**config.mk**
```make
export PLATFORM = sky130hd
export DESIGN_NAME = tiex_serial_alu
export DESIGN_NICKNAME = d
export VERILOG_FILES = /design/src/hdl/tiex_pkg.sv /design/src/hdl/tiex_serial_alu.sv
export SDC_FILE = /design/constraint.sdc
export NUM_CORES = 1
export LEC_CHECK = 0
export ABC_AREA = 1
export BUFFER_PORTS_ARGS = -buffer_cell sky130_fd_sc_hd__buf_4
export CORE_AREA = 2 2 109 111
export DETAILED_ROUTE_END_ITERATION = 10
export DIE_AREA = 0 0 111 113
export MAX_ROUTING_LAYER = met4
export PLACE_DENSITY = 0.73
export SKIP_LAST_GASP = 1
export SYNTH_ARGS = -nofsm -noshare
export SYNTH_HDL_FRONTEND = slang
export SYNTH_SLANG_ARGS = --single-unit
```
**constraint.sdc**
```tcl
create_clock -name clock -period 7 [get_ports clock]
set_input_delay 0.7 -clock clock [delete_from_list [all_inputs] [get_ports clock]]
set_output_delay 0.7 -clock clock [all_outputs]
set_load 0.01 [all_outputs]
```
**src/hdl/tiex_pkg.sv**
```systemverilog
// ----------------------------------------------------------------------------
// tiex_pkg
// Shared opcodes, operand selectors and types of the toy ISA execute unit.
// ----------------------------------------------------------------------------
package tiex_pkg;

   localparam int DATA_W = 16;

   typedef enum logic [3:0] {
      OP_MOV  = 4'd0,
      OP_ADD  = 4'd1,
      OP_SUB  = 4'd2,
      OP_MUL  = 4'd3,
      OP_DIV  = 4'd4,
      OP_AND  = 4'd5,
      OP_OR   = 4'd6,
      OP_NOT  = 4'd7,
      OP_CMP  = 4'd8,
      OP_JUMP = 4'd9,
      OP_IN   = 4'd10,
      OP_OUT  = 4'd11
   } opcode_type;

   localparam logic [3:0] SEL_IMM     = 4'd0;
   localparam logic [3:0] SEL_MEM_MIN = 4'd5;

   localparam logic [1:0] FLAG_EQ = 2'd0;
   localparam logic [1:0] FLAG_GT = 2'd1;
   localparam logic [1:0] FLAG_LT = 2'd2;

   localparam logic [7:0] JC_ALWAYS = 8'd0;
   localparam logic [7:0] JC_EQ     = 8'd1;
   localparam logic [7:0] JC_GT     = 8'd2;
   localparam logic [7:0] JC_LT     = 8'd3;

   localparam logic [15:0] JUMP_BIAS = 16'd4;

   // serial arithmetic operation
   typedef enum logic [1:0] {
      SOP_MUL = 2'd0,
      SOP_DIV = 2'd1
   } serial_op_type;

   typedef struct packed {
      logic          start;
      serial_op_type op;
   } serial_ctl_type;

   typedef struct packed {
      logic done;
   } serial_sts_type;

   typedef enum logic [2:0] {
      ST_IDLE  = 3'd0,
      ST_READ  = 3'd1,
      ST_WAIT  = 3'd2,
      ST_EXEC  = 3'd3,
      ST_SER   = 3'd4,
      ST_WRITE = 3'd5,
      ST_RESP  = 3'd6
   } state_type;

endpackage

```
**src/hdl/tiex_serial_alu.sv**
```systemverilog
// ----------------------------------------------------------------------------
// tiex_serial_alu
// Bit-serial multiplier and signed restoring divider, one bit per cycle.
// ----------------------------------------------------------------------------
module tiex_serial_alu (
   input  logic                    clock,
   input  logic                    reset,
   input  tiex_pkg::serial_ctl_type ctl,
   input  logic [15:0]             dst_val,
   input  logic [15:0]             src_val,
   output tiex_pkg::serial_sts_type sts,
   output logic [15:0]             result
);
   import tiex_pkg::*;

   logic        busy_ff, busy_in;
   logic [4:0]  cnt_ff, cnt_in;
   serial_op_type op_ff, op_in;
   logic [15:0] acc_ff, acc_in;     // product or partial remainder
   logic [15:0] sh_ff, sh_in;       // multiplier bits or dividend/quotient
   logic [15:0] opb_ff, opb_in;     // multiplicand or |divisor|
   logic        neg_ff, neg_in;     // quotient sign
   logic        done_ff, done_in;
   logic [16:0] trial;
   logic [15:0] abs_d, abs_s, quo;

   always_comb begin
      abs_d = dst_val[15] ? 16'(-dst_val) : dst_val;
      abs_s = src_val[15] ? 16'(-src_val) : src_val;
      trial = {acc_ff, sh_ff[15]} - {1'b0, opb_ff};
      quo   = neg_ff ? 16'(-sh_ff) : sh_ff;
   end

   // advance one bit per cycle
   always_comb begin
      busy_in = busy_ff;
      cnt_in  = cnt_ff;
      op_in   = op_ff;
      acc_in  = acc_ff;
      sh_in   = sh_ff;
      opb_in  = opb_ff;
      neg_in  = neg_ff;
      done_in = 1'b0;
      if (ctl.start) begin
         busy_in = 1'b1;
         cnt_in  = 5'd0;
         op_in   = ctl.op;
         acc_in  = '0;
         if (ctl.op == SOP_MUL) begin
            sh_in  = src_val;
            opb_in = dst_val;
         end else begin
            sh_in  = abs_d;
            opb_in = abs_s;
            neg_in = dst_val[15] ^ src_val[15];
         end
      end else if (busy_ff) begin
         if (op_ff == SOP_MUL) begin
            if (sh_ff[0]) begin
               acc_in = acc_ff + opb_ff;
            end
            sh_in  = {1'b0, sh_ff[15:1]};
            opb_in = {opb_ff[14:0], 1'b0};
         end else begin
            if (!trial[16]) begin
               acc_in = trial[15:0];
               sh_in  = {sh_ff[14:0], 1'b1};
            end else begin
               acc_in = {acc_ff[14:0], sh_ff[15]};
               sh_in  = {sh_ff[14:0], 1'b0};
            end
         end
         cnt_in = cnt_ff + 5'd1;
         if (cnt_ff == 5'd15) begin
            busy_in = 1'b0;
            done_in = 1'b1;
         end
      end
   end

   always_ff @(posedge clock) begin
      if (reset) begin
         busy_ff <= 1'b0;
         done_ff <= 1'b0;
         cnt_ff  <= '0;
         op_ff   <= SOP_MUL;
      end else begin
         busy_ff <= busy_in;
         done_ff <= done_in;
         cnt_ff  <= cnt_in;
         op_ff   <= op_in;
      end
      acc_ff <= acc_in;
      sh_ff  <= sh_in;
      opb_ff <= opb_in;
      neg_ff <= neg_in;
   end

   assign sts.done = done_ff;
   assign result   = (op_ff == SOP_MUL) ? acc_ff : quo;
endmodule

```
==> flow_metrics.env, run 1 <==
export IMPL_async_flop_share=0
export IMPL_hold_path_class="flop to flop"
export IMPL_fin_crit_ps=3321
export IMPL_cp_max_fo=34
export IMPL_netlist_area_leader_share=0.1630
export IMPL_setup_viol=0
export IMPL_antenna_found_initial=0
export IMPL_leakage_uw=0.003362
export IMPL_post_cts_buffers=0
export IMPL_yosys_warnings=0
export IMPL_postSynthCellCount=949
export IMPL_die_y_um=113
export IMPL_io_pin_count=54
export IMPL_worst_pin_slew_ps=1015
export IMPL_yosysMostFrequentCell="nand2_1"
export IMPL_max_freq_ghz=0.3011
export IMPL_multi_input_area_um2=3916
export IMPL_synth_net_count=1024
export IMPL_hold_buffers=0
export IMPL_fill_cells=1091
export IMPL_post_cts_resized=0
export IMPL_min_delay_path_depth=2
export IMPL_ff2ff_path_depth=15
export IMPL_syn_area_um2=6081
export IMPL_die_width_um=111
export IMPL_worstHoldStart="op_ff[1]"
export IMPL_syn2layout_area_growth_pct=12.65
export IMPL_slew_viol_final=0
export IMPL_placeableCoreArea_um2=11270
export IMPL_setup_ws_ps=3679
export IMPL_max_cap_violations=0
export IMPL_dp_slack_ps=3397
export IMPL_yosys_most_used_dff="edfxtp_1"
export IMPL_yosys_top_cells_area="edfxtp_1, nand2_1, inv_1"
export IMPL_vias=6407
export IMPL_cts_tree="yes"
export IMPL_cp_arrival_ps=3380
export IMPL_row_count=39
export IMPL_grt_max_degree=46
export IMPL_cts_htree_levels=3
export IMPL_startpoint_type="input pin"
export IMPL_worstSkewPairLatency_ps=340
export IMPL_vias_per_cell=5.640
export IMPL_grt_usage=0.2988
export IMPL_nNetsFinal=1063
export IMPL_drcViolationCount=0
export IMPL_relSlewSlack=0.3224
export IMPL_overflow=0
export IMPL_antenna_left=0
export IMPL_hpwlAfterDp_mm=13.60
export IMPL_status="finished, final reports clean"
export IMPL_synth_largest_area_cell="edfxtp_1"
export IMPL_hold_violations=0
export IMPL_period_share=0.4744
export IMPL_totalWireLength_mm=17.74
export IMPL_ff2ff_setup_slack_ps=4200
export IMPL_ys_ff_latch=58
export IMPL_seq_area_um2=1491
export IMPL_fin_cells=1136
export IMPL_power_total_uw=1466
export IMPL_p_per_area_nw_per_um2=214.0
export IMPL_drt_iter0_drc=576
export IMPL_dieArea_um2=12540
export IMPL_cts_made_buffers=9
export IMPL_path_clk_slew_ps=50
export IMPL_crit_type="input pin to flop"
export IMPL_grt_pass1_vias=5984
export IMPL_holdPathEnd="op_ff[1]"
export IMPL_r2r_end="sh_ff[0]"
export IMPL_wl_per_cell_um=15.62
export IMPL_r2r_start="sh_ff[15]"
export IMPL_antenna_cells=0
export IMPL_cp_end_kind="flop"
export IMPL_utilization=0.6077
export IMPL_synth_distinct_cells=49
export IMPL_cts_root_buf="clkbuf_16"
export IMPL_gp_congestion=0.9872
export IMPL_dp_cells=1120
export IMPL_finClkSkew_ps=4.486
export IMPL_cts_sinks=58
export IMPL_seq_area_frac_synth=0.2453
export IMPL_start_util=0.5395
export IMPL_yosys_top_cells_count="nand2_1, inv_1, o21ai_0, nor2_1, nand3_1"
export IMPL_io_buffers=53
export IMPL_grt_pass1_wl_mm=29.37
export IMPL_dr_pass1_iters=6
export IMPL_setup_tns_final_ps=0
export IMPL_clk_path_buf_depth=2
export IMPL_rsz0062_at_grt="false"
export IMPL_max_vdd_ir_drop_uv=125.0
export IMPL_drive_above_1_share=0.1128
export IMPL_worst_ep_required_time_ps=7060
export IMPL_synth_edf_count=33
export IMPL_avgSynthCellArea_um2=6.408
-- per-layer routing --
metal | GRT usage | vias up | share of wire
li1 | - | 3260 | -
met1 | 0.3993 | 2850 | 0.44
met2 | 0.4708 | 268 | 0.45
met3 | 0.03589 | 29 | 0.075
met4 | 0.1075 | 0 | 0.029
met5 | - | - | 0
-- state kept, by name, indices dropped and copies added, names as in the netlist --
name	flops
sts	1
acc_ff	16
busy_ff	1
op_ff	2
sh_ff	16
opb_ff	16
neg_ff	1
cnt_ff	5
-- through the flow --
step	hold slack, ps	area, um2
final	469.3	6850
after global placement	461.5	6559
after floorplan	434.8	6081
after detailed placement	461.9	6559
after CTS	468.9	6850
after global routing	508.8	6850
-- how the worst max path moves through the flow --
stage / startpoint / to / slack (ps) / cells past startpoint
CTS: ctl[1] / sh_ff[5] / 3730 / 5
finish: ctl[1] / sh_ff[5] / 3680 / 5
global placement: ctl[1] / sh_ff[3] / 3480 / 5
global route: ctl[1] / sh_ff[5] / 3350 / 5
floorplan: op_ff[1] / opb_ff[0] / 4460 / 4
detailed placement: ctl[1] / opb_ff[6] / 3400 / 5
-- layout by cell type (no fill, tap or decap), types with 3 or more instances in the layout --
| cell | n |
|---|---|
| nand2_2 | 9 |
| o211ai_1 | 25 |
| nand4_1 | 9 |
| o31ai_1 | 3 |
| nor4_1 | 3 |
| nand2_4 | 3 |
| buf_4 | 58 |
| nor3_1 | 12 |
| nand3b_1 | 6 |
| o21ai_2 | 3 |
| a21o_1 | 3 |
| a21oi_1 | 67 |
| clkbuf_16 | 10 |
| a21oi_2 | 8 |
| xor2_1 | 20 |
| nor2_2 | 3 |
| o21ai_1 | 3 |
| inv_2 | 4 |
| dfxtp_1 | 25 |
| o221ai_1 | 10 |
| nor2_1 | 75 |
| nand3_1 | 75 |
| inv_1 | 134 |
| edfxtp_1 | 33 |
| ha_1 | 36 |
| clkinv_1 | 5 |
| nand2_1 | 227 |
| o21ai_0 | 93 |
-- area by class of cell --
cell class,count,share of cell area
Clock inverter,4,0.003470
Timing Repair Buffer,58,0.06356
Multi-Input combinational cell,718,0.5717
Sequential cell,58,0.2177
Clock buffer,12,0.03909
Tap cell,143,0.02612
Inverter,143,0.07836
-- where the power goes --
group	switching [uW]	leakage, uW	internal (uW)
clock	165	0.000144	270
sequential	39.5	0.000541	405
combinational	378	0.00268	210
-- worst max-delay path, stage by stage --
cell and delay [ps]:
buf_4 110, nor2_2 780, clkinv_1 1060, o221ai_1 540, o21ai_0 170
-- kinds of logic after synthesis --
family,after synthesis,synth area share
AO/OA/AOI/OAI,226,0.2177
XOR/XNOR,22,0.03169
adder cells (fa/ha/maj),38,0.08066
buffers and inverters,173,0.1111
flip-flops,58,0.2453
AND/OR/NAND/NOR,432,0.3136
No activity file was read; power rests on OpenSTA's default activity.
==> inputs of run 2 (changes only) <==
--- a/config.mk
+++ b/config.mk
@@ -11,7 +11,7 @@
 export DETAILED_ROUTE_END_ITERATION = 10
 export DIE_AREA = 0 0 111 113
 export MAX_ROUTING_LAYER = met4
-export PLACE_DENSITY = 0.73
+export PLACE_DENSITY = 0.76
 export SKIP_LAST_GASP = 1
 export SYNTH_ARGS = -nofsm -noshare
 export SYNTH_HDL_FRONTEND = slang
==> constraint.sdc (replaced) <==
create_clock -name clock -period 3 [get_ports clock]
set_input_delay 0.3 -clock clock [delete_from_list [all_inputs] [get_ports clock]]
set_output_delay 0.3 -clock clock [all_outputs]
set_load 0.01 [all_outputs]
==> flow_metrics.env, run 2 (synthesized netlist as in run 1, its figures left out) <==
export IMPL_cts_made_buffers=9
export IMPL_post_cts_resized=0
export IMPL_multi_input_area_um2=3916
export IMPL_antenna_found_initial=0
export IMPL_placeableCoreArea_um2=11270
export IMPL_cp_arrival_ps=2780
export IMPL_dr_pass1_iters=5
export IMPL_p_per_area_nw_per_um2=513.8
export IMPL_worstSkewPairLatency_ps=340
export IMPL_hold_path_class="input pin to flop"
export IMPL_power_total_uw=3571
export IMPL_nNetsFinal=1070
export IMPL_drt_iter0_drc=565
export IMPL_seq_area_um2=1491
export IMPL_totalWireLength_mm=18.26
export IMPL_die_width_um=111
export IMPL_max_cap_violations=0
export IMPL_setup_tns_final_ps=0
export IMPL_worst_ep_required_time_ps=3090
export IMPL_top_regs="acc_ff x16, opb_ff x16, sh_ff x16"
export IMPL_dieArea_um2=12540
export IMPL_layout_common_cells="nand2_1, inv_1, o21ai_0"
export IMPL_relSlewSlack=0.3743
export IMPL_row_count=39
export IMPL_clockPowerShare=0.317
export IMPL_p_int_uw=2196
export IMPL_cts_sinks=58
export IMPL_pwr_share_seq=0.289
export IMPL_crit_type="flop to flop"
export IMPL_drive_above_1_share=0.1200
export IMPL_start_util=0.5395
export IMPL_grt_max_degree=58
export IMPL_fin_crit_ps=2685
export IMPL_io_buffers=53
export IMPL_p_switching_uw=1375
export IMPL_antenna_left=0
export IMPL_sw_frac_of_total=0.3851
export IMPL_cts_root_buf="clkbuf_16"
export IMPL_cts_htree_levels=3
export IMPL_hold_violations=0
export IMPL_critical_path_cell_chain="inv_1 > ha_1 > fa_1 > inv_1 > nand2_1 > nand2_1 > nand3_2 > nand2_2 > nand2_4 > nand3_4 > nand2_8 > inv_1 > nand2_1 > a21oi_1 > inv_1"
export IMPL_clk_path_buf_depth=2
export IMPL_setup_ws_ps=315.2
export IMPL_grt_pass1_vias=6207
export IMPL_layout_commonest_cell="nand2_1"
export IMPL_cp_max_fo=24
export IMPL_vias_per_cell=5.722
export IMPL_hold_buffers=0
export IMPL_worst_pin_slew_ps=937.1
export IMPL_max_stage_delay_ps=420
export IMPL_setup_viol=0
export IMPL_ff2ff_setup_slack_ps=320
export IMPL_path_clk_slew_ps=50
export IMPL_status="finished, final reports clean"
export IMPL_utilization=0.6165
export IMPL_antenna_cells=0
export IMPL_post_cts_buffers=0
export IMPL_io_pin_count=54
export IMPL_cts_tree="yes"
export IMPL_crit_path_top_delay_cell="fa_1"
export IMPL_cp_end_kind="flop"
export IMPL_finClkSkew_ps=6.385
export IMPL_hpwlAfterDp_mm=14.02
export IMPL_grt_usage=0.3071
export IMPL_hold_slack_ps=143.3
export IMPL_die_y_um=113
export IMPL_gp_congestion=1.033
export IMPL_period_share=0.8949
export IMPL_wl_per_cell_um=15.98
export IMPL_grt_pass1_wl_mm=30.05
export IMPL_startpoint_type="flop"
export IMPL_rsz0062_at_grt="false"
export IMPL_syn2layout_area_growth_pct=14.28
export IMPL_fill_cells=1101
export IMPL_max_freq_ghz=0.3725
export IMPL_dp_slack_ps=389.4
export IMPL_crit_path_frequent_cell="inv_1"
export IMPL_vias=6540
export IMPL_leakage_uw=0.003421
export IMPL_drcViolationCount=0
export IMPL_slew_viol_final=0
export IMPL_overflow=0
export IMPL_pwr_share_comb=0.394
export IMPL_max_vdd_ir_drop_uv=322.8
run 2: cell types whose count changed in the layout (fill, tap and decap cells not counted), sizes merged:
cell and delta:
buf +7, clkbuf +2, clkinvlp -1, inv -1
run 2: layer usage:
layer,up-vias,part of all wire,GRT usage,routed length (um)
li1,3275,-,-,-
met1,2960,0.43,0.3899,7902
met2,275,0.47,0.5100,8593
met3,30,0.072,0.03535,1309
met4,0,0.025,0.1108,454
met5,-,0,-,0
run 2: critical path, delay by kind of cell (launching register included):
kind	cells	cell delay [ps]
buffers and inverters	4	420
flip-flops	1	370
adder cells (fa/ha/maj)	2	660
AO/OA/AOI/OAI	1	160
AND/OR/NAND/NOR	8	810
run 2: cell type report:
type / count / share of cell area
Timing Repair Buffer: 65 / 0.07022
Clock buffer: 14 / 0.04717
Tap cell: 143 / 0.02575
Inverter: 143 / 0.07724
Sequential cell: 58 / 0.2146
Clock inverter: 2 / 0.001440
Multi-Input combinational cell: 718 / 0.5636
run 2: path summary, 6_finish.rpt:
path / depth (start not counted) / endpoint / startpoint
hold / removal: 2 / op_ff[0] / reset
setup reg to reg: 15 / sh_ff[0] / sh_ff[15]
hold reg to reg: 2 / op_ff[1] / op_ff[1]
setup / recovery: 15 / sh_ff[0] / sh_ff[15]
run 2: through the flow:
step           cell area (um2)  cells
3_3_place_gp              6611   1127
3_5_place_dp              6611   1127
4_1_cts                   6949   1143
5_1_grt                   6949   1143
6_report                  6949   1143
2_1_floorplan             6081    949
run 2: power by group through the flow:
stage,combinational [uW],sequential [uW],clock (uW)
3_5_place_dp,1370,1050,0
6_report,1410,1030,1130
2_1_floorplan,1010,1010,0
3_3_place_gp,1360,1040,0
5_1_grt,1570,1040,1190
4_1_cts,1380,1030,1130
